--- config.mk ---
export PLATFORM = sky130hd
export DESIGN_NAME = bridge_adc_serial_reader_flat
export DESIGN_NICKNAME = d
export VERILOG_FILES = /design/src/hdl/bas_pkg.sv /design/src/hdl/bas_in_if.sv /design/src/hdl/bas_out_if.sv /design/src/hdl/bas_queue.sv /design/src/hdl/bas_seq.sv /design/src/hdl/bridge_adc_serial_reader.sv /design/src/flat_wrapper.sv
export SDC_FILE = /design/constraint.sdc
export NUM_CORES = 1
export LEC_CHECK = 0
export CORE_MARGIN = 2
export CORE_UTILIZATION = 63
export CTS_CLUSTER_DIAMETER = 30
export DETAILED_ROUTE_END_ITERATION = 7
export DONT_BUFFER_PORTS = 1
export GPL_ROUTABILITY_DRIVEN = 0
export HOLD_SLACK_MARGIN = 0.02
export PLACE_DENSITY = 0.81
export SYNTH_ARGS = -nofsm -noshare
export SYNTH_HDL_FRONTEND = slang
export SYNTH_SLANG_ARGS = --single-unit
--- constraint.sdc ---
create_clock -name clk -period 13.2 [get_ports clk]
set_clock_uncertainty 0.15 [all_clocks]
set_input_delay 2.64 -clock clk [delete_from_list [all_inputs] [get_ports clk]]
set_output_delay 2.64 -clock clk [all_outputs]
set_load 0.005 [all_outputs]
--- src/hdl/bas_pkg.sv ---
package bas_pkg;

	// Field widths of the configuration port and the result item.
	localparam int CFG_IDX_W  = 3;
	localparam int CFG_DATA_W = 22;
	localparam int CODE_W     = 24;
	localparam int TEMP_W     = 12;

	// Register indexes on the configuration port.
	localparam logic [CFG_IDX_W-1:0] REG_SCAN_INTERVAL = 3'd0;
	localparam logic [CFG_IDX_W-1:0] REG_POLL_INTERVAL = 3'd1;
	localparam logic [CFG_IDX_W-1:0] REG_READY_TIMEOUT = 3'd2;
	localparam logic [CFG_IDX_W-1:0] REG_HALF_PERIOD   = 3'd3;
	localparam logic [CFG_IDX_W-1:0] REG_ERROR_LIMIT   = 3'd4;
	localparam logic [CFG_IDX_W-1:0] REG_EXTRA_PULSES  = 3'd5;

	// Register reset values.
	localparam logic [21:0] SCAN_INTERVAL_RST = 22'd200000;
	localparam logic [15:0] POLL_INTERVAL_RST = 16'd1000;
	localparam logic [15:0] READY_TIMEOUT_RST = 16'd1000;
	localparam logic [7:0]  HALF_PERIOD_RST   = 8'd1;
	localparam logic [7:0]  ERROR_LIMIT_RST   = 8'd20;
	localparam logic [1:0]  EXTRA_PULSES_RST  = 2'd2;

	// The temperature is floor(code / 5084) - 1619. The code is first shifted
	// right by two, which leaves a division by 1271 on a 22-bit value. That is
	// done exactly by a multiply with a rounded-up reciprocal and a shift.
	localparam int            RECIP_IN_W = CODE_W - 2;
	localparam int            RECIP_W    = 23;
	localparam logic [22:0]   TEMP_RECIP = 23'd6758407;
	localparam int            TEMP_SHIFT = 33;
	localparam int            PROD_W     = RECIP_IN_W + RECIP_W;
	localparam logic [11:0]   TEMP_OFFSET = 12'd1619;

	localparam logic [7:0]    FAIL_MAX = 8'd255;

	// Sequencer phases.
	typedef enum logic [5:0] {
		PH_IDLE  = 6'b000001,
		PH_WAIT  = 6'b000010,
		PH_HIGH  = 6'b000100,
		PH_LOW   = 6'b001000,
		PH_XHIGH = 6'b010000,
		PH_XLOW  = 6'b100000
	} phase_t;

	// Configuration register set.
	typedef struct packed {
		logic [21:0] scan_interval;
		logic [15:0] poll_interval;
		logic [15:0] ready_timeout;
		logic [7:0]  half_period;
		logic [7:0]  error_limit;
		logic [1:0]  extra_pulses;
	} cfg_t;

endpackage

--- src/hdl/bas_in_if.sv ---
interface bas_in_if;
	logic valid;
	logic ready;
	logic data_pin;

	modport source (output valid, output data_pin, input ready);
	modport sink (input valid, input data_pin, output ready);
endinterface

--- src/hdl/bas_out_if.sv ---
interface bas_out_if;
	import bas_pkg::*;

	logic                     valid;
	logic                     ready;
	logic                     sck;
	logic                     sample_valid;
	logic [CODE_W-1:0]        raw_code;
	logic signed [TEMP_W-1:0] temperature;
	logic                     read_failed;
	logic                     error_flag;

	modport source (output valid, output sck, output sample_valid, output raw_code,
		output temperature, output read_failed, output error_flag, input ready);
	modport sink (input valid, input sck, input sample_valid, input raw_code,
		input temperature, input read_failed, input error_flag, output ready);
endinterface

--- src/hdl/bas_queue.sv ---
module bas_queue (
	input  logic     clk,
	input  logic     arst_n,
	bas_in_if.sink   wr,
	bas_in_if.source rd
);
	localparam int DEPTH = 2;
	localparam int PTR_W = $clog2(DEPTH);
	localparam int CNT_W = $clog2(DEPTH + 1);

	logic             pin_q [DEPTH];
	logic [PTR_W-1:0] wr_ptr_q;
	logic [PTR_W-1:0] rd_ptr_q;
	logic [CNT_W-1:0] cnt_q;
	logic             push;
	logic             pop;

	// Ready depends only on the fill count, so the input side never waits on
	// the sequencer or the output side combinationally.
	assign wr.ready    = (cnt_q != CNT_W'(DEPTH));
	assign rd.valid    = (cnt_q != '0);
	assign rd.data_pin = pin_q[rd_ptr_q];
	assign push        = wr.valid & wr.ready;
	assign pop         = rd.valid & rd.ready;

	// Entry storage.
	always_ff @(posedge clk) begin
		if (push) begin
			pin_q[wr_ptr_q] <= wr.data_pin;
		end
	end

	// Pointers and fill count.
	always_ff @(posedge clk or negedge arst_n) begin
		if (!arst_n) begin
			wr_ptr_q <= '0;
			rd_ptr_q <= '0;
			cnt_q    <= '0;
		end else begin
			if (push) begin
				wr_ptr_q <= wr_ptr_q + 1'b1;
			end
			if (pop) begin
				rd_ptr_q <= rd_ptr_q + 1'b1;
			end
			if (push && !pop) begin
				cnt_q <= cnt_q + 1'b1;
			end else if (pop && !push) begin
				cnt_q <= cnt_q - 1'b1;
			end
		end
	end
endmodule

--- src/hdl/bas_seq.sv ---
module bas_seq #(
	parameter int DATA_BITS = 24
) (
	input  logic                          clk,
	input  logic                          arst_n,
	input  logic                          cfg_we,
	input  logic [bas_pkg::CFG_IDX_W-1:0]  cfg_index,
	input  logic [bas_pkg::CFG_DATA_W-1:0] cfg_data,
	bas_in_if.sink                        ticks,
	bas_out_if.source                     results
);
	import bas_pkg::*;

	localparam int BIT_W = $clog2(DATA_BITS + 1);

	cfg_t                 cfg_q;
	phase_t               phase_q, phase_n;
	logic [21:0]          scan_q, scan_n;
	logic [15:0]          tick_q, tick_n;
	logic [15:0]          poll_q, poll_n;
	logic [BIT_W-1:0]     bit_q, bit_n, bit_inc;
	logic [DATA_BITS-1:0] shift_q, shift_n;
	logic [7:0]           fail_q, fail_n, fail_inc;
	logic                 err_q, err_n;
	logic [CODE_W-1:0]    held_code_q, held_code_n;
	logic [TEMP_W-1:0]    held_temp_q, held_temp_n;
	logic                 sck_q, sck_n;
	logic                 sv_q, sv_n;
	logic                 rf_q, rf_n;
	logic                 out_valid_q;
	logic [PROD_W-1:0]    prod_s1;

	logic                 fire;
	logic                 pin;
	logic                 expired;
	logic                 start;
	logic                 attempt_done;
	logic                 timeout_fail;
	logic [CODE_W-1:0]    code;
	logic                 code_zero;
	logic [TEMP_W-1:0]    temp_calc;

	// Handshake: a tick is taken whenever the output slot is free or drains.
	assign ticks.ready = !out_valid_q || results.ready;
	assign fire        = ticks.valid && ticks.ready;
	assign pin         = ticks.data_pin;

	assign results.valid        = out_valid_q;
	assign results.sck          = sck_q;
	assign results.sample_valid = sv_q;
	assign results.raw_code     = held_code_q;
	assign results.temperature  = held_temp_q;
	assign results.read_failed  = rf_q;
	assign results.error_flag   = err_q;

	// Configuration registers.
	always_ff @(posedge clk or negedge arst_n) begin
		if (!arst_n) begin
			cfg_q.scan_interval <= SCAN_INTERVAL_RST;
			cfg_q.poll_interval <= POLL_INTERVAL_RST;
			cfg_q.ready_timeout <= READY_TIMEOUT_RST;
			cfg_q.half_period   <= HALF_PERIOD_RST;
			cfg_q.error_limit   <= ERROR_LIMIT_RST;
			cfg_q.extra_pulses  <= EXTRA_PULSES_RST;
		end else if (cfg_we) begin
			case (cfg_index)
				REG_SCAN_INTERVAL: cfg_q.scan_interval <= cfg_data[21:0];
				REG_POLL_INTERVAL: cfg_q.poll_interval <= cfg_data[15:0];
				REG_READY_TIMEOUT: cfg_q.ready_timeout <= cfg_data[15:0];
				REG_HALF_PERIOD:   cfg_q.half_period   <= cfg_data[7:0];
				REG_ERROR_LIMIT:   cfg_q.error_limit   <= cfg_data[7:0];
				REG_EXTRA_PULSES:  cfg_q.extra_pulses  <= cfg_data[1:0];
				default: begin
				end
			endcase
		end
	end

	// The code with its MSB inverted, and its temperature. The shift register
	// settles at least two ticks before an attempt ends, so the registered
	// product always matches it when the result is taken.
	assign code      = CODE_W'(shift_q ^ {1'b1, {(DATA_BITS - 1){1'b0}}});
	assign code_zero = (code == '0);

	always_ff @(posedge clk) begin
		prod_s1 <= PROD_W'(code[CODE_W-1:2]) * PROD_W'(TEMP_RECIP);
	end

	assign temp_calc = prod_s1[TEMP_SHIFT +: TEMP_W] - TEMP_OFFSET;

	assign expired  = (tick_q <= 16'd1);
	assign bit_inc  = bit_q + 1'b1;
	assign fail_inc = (fail_q == FAIL_MAX) ? FAIL_MAX : fail_q + 8'd1;

	// One sequencer step per tick.
	always_comb begin
		phase_n      = phase_q;
		scan_n       = scan_q;
		tick_n       = tick_q;
		poll_n       = poll_q;
		bit_n        = bit_q;
		shift_n      = shift_q;
		fail_n       = fail_q;
		err_n        = err_q;
		held_code_n  = held_code_q;
		held_temp_n  = held_temp_q;
		sck_n        = sck_q;
		sv_n         = 1'b0;
		rf_n         = 1'b0;
		start        = 1'b0;
		attempt_done = 1'b0;
		timeout_fail = 1'b0;

		case (phase_q)
			PH_IDLE: begin
				if (scan_q != '0) begin
					scan_n = scan_q - 22'd1;
				end else begin
					poll_n = '0;
					sck_n  = 1'b0;
					if (!pin) begin
						start = 1'b1;
					end else begin
						tick_n  = cfg_q.poll_interval;
						phase_n = PH_WAIT;
					end
				end
			end
			PH_WAIT: begin
				if (!expired) begin
					tick_n = tick_q - 16'd1;
				end else if (poll_q >= cfg_q.ready_timeout) begin
					timeout_fail = 1'b1;
				end else begin
					poll_n = poll_q + 16'd1;
					if (!pin) begin
						start = 1'b1;
					end else begin
						tick_n = cfg_q.poll_interval;
					end
				end
			end
			PH_HIGH, PH_XHIGH: begin
				if (!expired) begin
					tick_n = tick_q - 16'd1;
				end else begin
					sck_n   = 1'b0;
					tick_n  = 16'(cfg_q.half_period);
					phase_n = (phase_q == PH_HIGH) ? PH_LOW : PH_XLOW;
				end
			end
			PH_LOW: begin
				if (!expired) begin
					tick_n = tick_q - 16'd1;
				end else begin
					shift_n = {shift_q[DATA_BITS-2:0], pin};
					sck_n   = 1'b1;
					tick_n  = 16'(cfg_q.half_period);
					if (bit_inc >= BIT_W'(DATA_BITS)) begin
						bit_n   = '0;
						phase_n = PH_XHIGH;
					end else begin
						bit_n   = bit_inc;
						phase_n = PH_HIGH;
					end
				end
			end
			PH_XLOW: begin
				if (!expired) begin
					tick_n = tick_q - 16'd1;
				end else begin
					bit_n = bit_inc;
					if (bit_inc >= BIT_W'(cfg_q.extra_pulses)) begin
						attempt_done = 1'b1;
					end else begin
						sck_n   = 1'b1;
						tick_n  = 16'(cfg_q.half_period);
						phase_n = PH_XHIGH;
					end
				end
			end
			default: begin
				phase_n = PH_IDLE;
			end
		endcase

		// Converter ready: first rising edge of the serial clock.
		if (start) begin
			sck_n   = 1'b1;
			tick_n  = 16'(cfg_q.half_period);
			bit_n   = '0;
			shift_n = '0;
			phase_n = PH_HIGH;
		end

		// End of an attempt: a nonzero code is a good sample, else a failure.
		if (attempt_done && !code_zero) begin
			held_code_n = code;
			held_temp_n = temp_calc;
			fail_n      = '0;
			sv_n        = 1'b1;
		end
		if (timeout_fail || (attempt_done && code_zero)) begin
			fail_n = fail_inc;
			if (fail_inc > cfg_q.error_limit) begin
				err_n = 1'b1;
			end
			rf_n = 1'b1;
		end
		if (attempt_done || timeout_fail) begin
			sck_n   = 1'b0;
			scan_n  = cfg_q.scan_interval;
			phase_n = PH_IDLE;
		end
	end

	// Sequencer state and output register.
	always_ff @(posedge clk or negedge arst_n) begin
		if (!arst_n) begin
			phase_q     <= PH_IDLE;
			scan_q      <= '0;
			tick_q      <= '0;
			poll_q      <= '0;
			bit_q       <= '0;
			shift_q     <= '0;
			fail_q      <= '0;
			err_q       <= 1'b0;
			held_code_q <= '0;
			held_temp_q <= '0;
			sck_q       <= 1'b0;
			sv_q        <= 1'b0;
			rf_q        <= 1'b0;
			out_valid_q <= 1'b0;
		end else begin
			if (fire) begin
				phase_q     <= phase_n;
				scan_q      <= scan_n;
				tick_q      <= tick_n;
				poll_q      <= poll_n;
				bit_q       <= bit_n;
				shift_q     <= shift_n;
				fail_q      <= fail_n;
				err_q       <= err_n;
				held_code_q <= held_code_n;
				held_temp_q <= held_temp_n;
				sck_q       <= sck_n;
				sv_q        <= sv_n;
				rf_q        <= rf_n;
				out_valid_q <= 1'b1;
			end else if (results.ready) begin
				out_valid_q <= 1'b0;
			end
		end
	end

	// A result never reports a good sample and a failure together.
	assert property (@(posedge clk) disable iff (!arst_n)
		out_valid_q |-> !(sv_q && rf_q))
		else $error("sample_valid and read_failed both set");

	// Once set, the error flag stays set.
	assert property (@(posedge clk) disable iff (!arst_n)
		err_q |=> err_q)
		else $error("error flag cleared");

	// The serial clock is low while waiting for a scan or for data-ready.
	assert property (@(posedge clk) disable iff (!arst_n)
		(phase_q == PH_IDLE || phase_q == PH_WAIT) |-> !sck_q)
		else $error("serial clock high outside a transfer");

	// A good sample leaves the failure counter at zero.
	assert property (@(posedge clk) disable iff (!arst_n)
		(out_valid_q && sv_q) |-> (fail_q == '0))
		else $error("failure counter not cleared by a good sample");
endmodule

--- src/hdl/bridge_adc_serial_reader.sv ---
// Serial readout sequencer for a 24-bit bridge converter. Each input item is
// one timer tick carrying the sampled level of the converter's data output;
// each tick gives exactly one result item with the serial clock level to
// drive, the held code and temperature, and the good-sample, failure and
// sticky error flags. The block takes one tick per clock cycle while its
// results are taken: a two-entry queue feeds the sequencer, which advances
// one step per tick, and an output register holds each result, so a tick is
// accepted while the previous result waits. A tick is stored in the queue
// and then stepped into the output register before its result is on the
// output. Configuration writes are meant for when no tick is in flight.
// Interval and half-period writes take effect at the next reload of the timer
// that uses them; the ready timeout, error limit and extra pulses act at once.
module bridge_adc_serial_reader #(
	parameter int DATA_BITS = 24
) (
	input  logic                          clk,
	input  logic                          arst_n,
	input  logic                          cfg_we,
	input  logic [bas_pkg::CFG_IDX_W-1:0]  cfg_index,
	input  logic [bas_pkg::CFG_DATA_W-1:0] cfg_data,
	bas_in_if.sink                        ticks,
	bas_out_if.source                     results
);
	import bas_pkg::*;

	bas_in_if q_ch ();

	// Front: accepts ticks into the queue.
	bas_queue u_queue (
		.clk    (clk),
		.arst_n (arst_n),
		.wr     (ticks),
		.rd     (q_ch.source)
	);

	// Back: steps the readout sequencer and registers the result.
	bas_seq #(
		.DATA_BITS (DATA_BITS)
	) u_seq (
		.clk       (clk),
		.arst_n    (arst_n),
		.cfg_we    (cfg_we),
		.cfg_index (cfg_index),
		.cfg_data  (cfg_data),
		.ticks     (q_ch.sink),
		.results   (results)
	);
endmodule
--- src/flat_wrapper.sv ---
// flat-port wrapper written by rule: the top's interface ports become plain ports
module bridge_adc_serial_reader_flat import bas_pkg::*;
#(
	parameter int DATA_BITS = 24
)
  (clk, arst_n, cfg_we, cfg_index, cfg_data, ticks_valid, ticks_data_pin, ticks_ready, results_valid, results_sck, results_sample_valid, results_raw_code, results_temperature, results_read_failed, results_error_flag, results_ready);
  bas_in_if ticks_i ();
  bas_out_if results_i ();
  input  logic clk;
  input  logic arst_n;
  input  logic cfg_we;
  input  logic [bas_pkg::CFG_IDX_W-1:0] cfg_index;
  input  logic [bas_pkg::CFG_DATA_W-1:0] cfg_data;
  input wire logic [$bits(ticks_i.valid)-1:0] ticks_valid;
  input wire logic [$bits(ticks_i.data_pin)-1:0] ticks_data_pin;
  output wire logic [$bits(ticks_i.ready)-1:0] ticks_ready;
  output wire logic [$bits(results_i.valid)-1:0] results_valid;
  output wire logic [$bits(results_i.sck)-1:0] results_sck;
  output wire logic [$bits(results_i.sample_valid)-1:0] results_sample_valid;
  output wire logic [$bits(results_i.raw_code)-1:0] results_raw_code;
  output wire logic [$bits(results_i.temperature)-1:0] results_temperature;
  output wire logic [$bits(results_i.read_failed)-1:0] results_read_failed;
  output wire logic [$bits(results_i.error_flag)-1:0] results_error_flag;
  input wire logic [$bits(results_i.ready)-1:0] results_ready;
  assign ticks_i.valid = ticks_valid;
  assign ticks_i.data_pin = ticks_data_pin;
  assign ticks_ready = ticks_i.ready;
  assign results_valid = results_i.valid;
  assign results_sck = results_i.sck;
  assign results_sample_valid = results_i.sample_valid;
  assign results_raw_code = results_i.raw_code;
  assign results_temperature = results_i.temperature;
  assign results_read_failed = results_i.read_failed;
  assign results_error_flag = results_i.error_flag;
  assign results_i.ready = results_ready;
  bridge_adc_serial_reader #(.DATA_BITS(DATA_BITS)) u_core (.clk(clk), .arst_n(arst_n), .cfg_we(cfg_we), .cfg_index(cfg_index), .cfg_data(cfg_data), .ticks(ticks_i), .results(results_i));
endmodule
---- Word level (Yosys, flattened, before mapping) ----
Memories as Yosys holds them, arrays and structs flattened.
Index checks and enable logic that the tools add are counted.
word-level totals
  bits in registers ....................... 259
  bits in writable memories ............... 2
  bits of input ports ..................... 31
  output and inout bits ................... 42
  logic and storage cells ................. 182
  memories kept ........................... 1
cells by class
  add/sub/neg operators ................... 10
  multiply operators ...................... 1
  magnitude comparators ................... 5
  equality and inequality tests ........... 28
  mux-type cells .......................... 65
  bitwise logic cells ..................... 3
  reduce and logical (&&, ||, !) cells .... 45
memories
  name                  depth  bits a word  rd ports  clocked after Yosys merged registers in  wr ports  line             RTL
  u_core.u_queue.pin_q  2      1            1         0                                        1         bas_queue.sv:11  logic pin_q [DEPTH];
operator list
  cell                    count
  $mux 16                 11
  $mux 24                 3
  $mux 22                 3
  $pmux 16 s4             1
  $mux 6                  9
  $mul 22x23->45 const B  1
  $ne 4x4->1 const B      8
  $pmux 16 s2             1
  $pmux 6 s5              1
  $mux 5                  5
  $logic_not 24->1        1
  $mux 8                  3
  $mux 1                  23
  $reduce_bool 22->1      1
  $sub 22x1->22 const B   1
  $reduce_bool 2->1       9
  $add 16x1->16 const B   1
  $ge 16x16->1            1
  $le 16x1->1 const B     1
  $reduce_and 2->1        8
  $sub 16x1->16 const B   1
  $ne 3x3->1 const B      4
  $sub 12x11->12 const B  1
  $pmux 5 s2              1
  other kinds (38)        58

---- Longest topological paths before layout ----
  word-level depth ........................ 9
  gate-level depth with buffers ........... 24
  gate-level depth less buffers ........... 24

---- Cells and area by module ----
Synthesis repeated with hierarchy kept, for this count alone.
second synthesis, totals
  cells, all modules ...................... 1803
  area, all modules ....................... 18016.0 um^2
by module, submodules not included
  module     times used  cells each  area an instance (um^2)  sequential area each (um^2)
  bas_seq    1           1782        17733.3                  5524.0
  bas_queue  1           21          282.8                    160.2

---- Worst setup path before layout ----
OpenSTA, ideal clock, no wires.
  path kind ............................... reg-to-reg
  start ................................... register u_core.u_seq.shift_q[21]
  end ..................................... register u_core.u_seq.prod_s1[44]
  library setup time ...................... 0.121 ns
  arrival ................................. 5.813 ns
  data required time ...................... 12.929 ns
  setup slack ............................. 7.116 ns
  cell stages (with the launch flop) ...... 21
  buffers on the path ..................... 0
  clock period less this slack ............ 6.084 ns
  cell sequence ........................... dfrtp_1 -> ha_1 -> ha_1 -> inv_1 -> fa_1 -> fa_1 -> inv_1 -> fa_1 -> fa_1 -> inv_1 -> fa_1 -> inv_1 -> ha_1 -> o21a_1 -> o21ai_0 -> a211o_1 -> a311oi_1 -> nor3_1 -> o41ai_1 -> a21oi_1 -> xnor2_1
between the ends
  word-level cells in the longest chain between the ends .. 1
ends and longest elaborated chain
  item                    line            RTL
  from (decl)             bas_seq.sv:22   logic [DATA_BITS-1:0] shift_q, shift_n;
  from (signal assigned)  bas_seq.sv:241  shift_q <= shift_n;
  $mul 22x23->45          bas_seq.sv:86   prod_s1 <= PROD_W'(code[CODE_W-1:2]) * PROD_W'(TEMP_RECIP);
  to (signal assigned)    bas_seq.sv:86
  to (decl)               bas_seq.sv:31   logic [PROD_W-1:0] prod_s1;
Every way passes these cells.
A chain may end at the register's enable or synchronous reset.

---- Worst setup path after layout ----
  start ................................... register u_core.u_seq.shift_q[15]
  end ..................................... register u_core.u_seq.prod_s1[44]
The elaborated chain is that of the path after synthesis.

==> run summary <==
The post-synthesis adder-cell area fraction was 0.3011. The tools report the number of failing setup endpoints in the final timing report as 0. Classification of the worst setup path: register to register. The post-synthesis compound-gate area fraction is 0.1458, and the gate count after technology mapping is 1870. In this run the post-CTS setup repair buffer count came out at 0.

TritonCTS built the clock tree. The final-report hold violation count is 0, and the simple-gate share of the synthesized area is 0.1188. The placeable core region came out at 28550 um2. The CTS buffer count came out at 47. The clock drives 228 sinks.

The share of the clock period used by the worst path came out at 0.5106. The flow ran to the end, and the final reports show no timing, DRC or antenna violations. The routed layout has 14440 vias. Top fanout value on the critical path: 9.

The tools report the number of global-route vias before repair as 14340. The share of synthesized area spent on multiplexers is 0.04122, and the number of top-level design ports is 73. For the total leakage power, the log shows 0.01018 uW.

The worst setup path is launched from a register. After the first detailed-routing iteration, the DRC count stood at 1622. Dominant combinational cell family by area after synthesis: adder cells. The tree is rooted in a clkbuf_16. The run gives 75000 um as the wire length of the first global-routing pass.

Most area-hungry cell type in the Yosys netlist: dfrtp_1. The tools report the post-route DRC violation count as 0. The relative slew slack was 0.1679; the clock-pin slew of the registers on the worst-case setup and hold paths was 0.05 ns.

The number of nets handed over by synthesis was 2276. The average vias per placed instance is 6.262, and the final net count is 2288. The number of cells upsized or downsized after cts is 0, and the initial antenna violation count is 0.

Among all flip-flop cells after synthesis, the most frequent one is dfrtp_1. In this run the vertical extent of the chip is 173.8 um. At the worst endpoint, the required time is 13.49 ns. The share of post-route cells with drive strength above 1 came out at 0.1083. Yosys mapped a number of flops with a built-in enable equal to 2. At the pin with the least slew margin, the transition time is 1.244 ns. The maximum count of clock buffers along a single path is 3, and the XOR/XNOR share of the synthesized area is 0.01737. The category of the worst setup path capture point was a register.

After synthesis, the netlist uses 82 different library cells. The sequential fraction of the synthesis area was 0.3131; the final design instance area without fill was 20260 um2. Dividing the detail-routed wire length by the instance count gives 20.20 um. The smallest clock period supported by the final layout is computed as 6.739 ns.

The number of antenna repair diodes came out at 0. For the netlist area before placement, the log shows 18150 um2. The count of standard-cell rows was 62; the largest net degree at the start of global routing was 215. During placement, the flow inserted port buffers numbering 0. In this run the cell area measured after placement is 18570 um2. The most frequent standard cell in the layout excluding fill and tap cells is ha_1. The count of antenna-violating nets left after detailed routing was 0. The tools report the overall die area as 30190 um2. For this block, the routed nets add up to 46550 um of wire. Before antenna repair, the detailed router went through 8 iterations. The library cells used most frequently in the layout, excluding fill and tap cells, are ha_1 (272), inv_1 (251), nand2_1 (194), dfrtp_1 (191), o21ai_0 (182).

The tools report the remaining global-route overflow as 0. The path class of the tightest hold or removal check is register to register. The areal power density over the cells works out to 133.3 nW/um2.

The tools report the max-capacitance violation count as 0. The H-tree was split into 2 levels. The number of fill cells is 2006, and the synthesis-to-layout area growth is 11.61%.

The peak clock frequency supported by timing is 148.4 MHz, and the source-to-sink clock delay at the later pin of the worst-skew pair is 0.57 ns. The fraction of registers with async set or reset after synthesis works out to 0.9386. For the worst setup path, the data arrival time is 7.03 ns.

Adding up every negative setup slack in the final design gives 0 ns. The count of hold-fix buffers inserted at cts was 0. Setup repair after global routing left no endpoint under its margin. For the number of max-slew violations in the final report, the log shows 0. The detailed placement HPWL is 34160 um, and the Yosys warning count is 0. The floorplan step set the die width to 173.8 um.

The effective utilization at floorplan came out at 0.6359. Sorting the synthesized cells by area gives the leading types as dfrtp_1 (26%), ha_1 (19%), fa_1 (11%). The combined global-route utilization of all metal layers is 0.3111. The worst-case IR drop observed on VDD is 0.1453 mV.

The top-area cell type share of the netlist area is 0.2633, and the number of synthesized register bits is 228. The mean instance size in the synthesized netlist was 9.708 um2.
[critical path: stages, from the launching register on]
cell      delay [ns]
dfrtp_1         0.59
fa_1            0.47
ha_1            0.24
fa_1            0.55
inv_1           0.06
fa_1            0.49
inv_1           0.08
fa_1            0.59
inv_1           0.07
fa_1            0.57
inv_1           0.05
ha_1            0.29
ha_1            0.38
nand3_1         0.10
nor3_1          0.29
nand2_1         0.14
a311oi_1        0.43
nor3_1          0.22
o41ai_1         0.58
a21oi_1         0.17
xnor2_1         0.14
[cell usage after synthesis (8+ instances only)]
cell type	instances
o22ai_1	11
a21boi_0	8
nor2_1	65
mux2_2	62
clkbuf_1	40
xor2_1	14
a22oi_1	8
nor2b_1	10
inv_1	251
a211oi_1	15
ha_1	272
a21o_1	19
dfxtp_1	12
nor4_1	10
nand2b_1	14
xnor2_1	22
dfrtp_1	191
dfstp_2	23
o21a_1	8
fa_1	103
and3_1	12
nand2_1	194
a21oi_1	64
a2bb2oi_1	15
a211o_1	10
nand4_1	20
or3_1	8
o31ai_1	14
and2_1	10
o21ai_0	182
nor3_1	25
nand3_1	39
o211ai_1	8
a31oi_1	11
[kinds of logic after synthesis]
logic type      after synthesis
flops                       228
buf+inv                     300
mux                          67
simple gates                443
xor+xnor                     36
compound gates              421
fa+ha+maj                   375
[state kept, by name, indices dropped and copies added (netlist names), 2 cells and up]
register,flops
u_core.u_seq.scan_q,22
u_core.u_queue.pin_q,2
u_core.u_seq.poll_q,16
u_core.u_seq.prod_s1,12
u_core.u_queue.cnt_q,2
u_core.u_seq.tick_q,16
u_core.u_seq.fail_q,8
u_core.u_seq.results.raw_code,24
u_core.u_seq.cfg_q,72
u_core.u_seq.phase_q,6
u_core.u_seq.bit_q,5
u_core.u_seq.results.temperature,12
u_core.u_seq.shift_q,24
[metrics by stage]
step	hold WS (ns)	setup WS [ns]	utilization	cells	power [uW]
final	0.3435	6.461	0.7098	2305	2700
after floorplan	0.3017	7.116	-	1870	1323
after detailed placement	0.3385	6.637	0.6506	2217	1455
after global routing	0.3601	6.243	0.7098	2305	2805
after global placement	0.3270	6.727	0.6506	2217	1429
after CTS	0.3485	6.603	0.7098	2305	2694
[path summary, 6_finish.rpt]
| path | from | end | slack (ns) | cells past startpoint |
|---|---|---|---|---|
| worst min-delay path | u_core.u_queue.wr_ptr_q | u_core.u_queue.wr_ptr_q | 0.34 | 1 |
| worst max register to register | u_core.u_seq.shift_q[15] | u_core.u_seq.prod_s1[44] | 6.46 | 20 |
| min in group asynchronous | arst_n | u_core.u_seq.results.temperature[2] | 1.63 | 0 |
| worst min register to register | u_core.u_queue.wr_ptr_q | u_core.u_queue.wr_ptr_q | 0.34 | 1 |
| worst max-delay path | u_core.u_seq.shift_q[15] | u_core.u_seq.prod_s1[44] | 6.46 | 20 |
| max in group asynchronous | arst_n | u_core.u_seq.fail_q[0] | 10.72 | 0 |
[where the power goes]
group / leakage, uW / total [uW] / switching, uW / internal (uW)
Sequential: 0.00284 / 909 / 95.2 / 814
Combinational: 0.00654 / 567 / 342 / 225
Clock: 0.000803 / 1220 / 466 / 759
[metal layers]
metal	up-vias	share of wire	global-route usage
li1	6543	-	-
met1	7082	0.42	0.4328
met2	676	0.46	0.4867
met3	134	0.091	0.07149
met4	0	0.032	0.09769
met5	-	0	0
[final cells by class]
class	count	area [um2]	share of cell area
Multi-Input combinational cell	1342	11370	0.5614
Clock inverter	36	475.5	0.02347
Timing Repair Buffer	12	90.09	0.004446
Inverter	251	942.2	0.04650
Tap cell	384	480.5	0.02371
Clock buffer	52	1215	0.05996
Sequential cell	228	5684	0.2805
No activity file was read; power rests on OpenSTA's default activity.
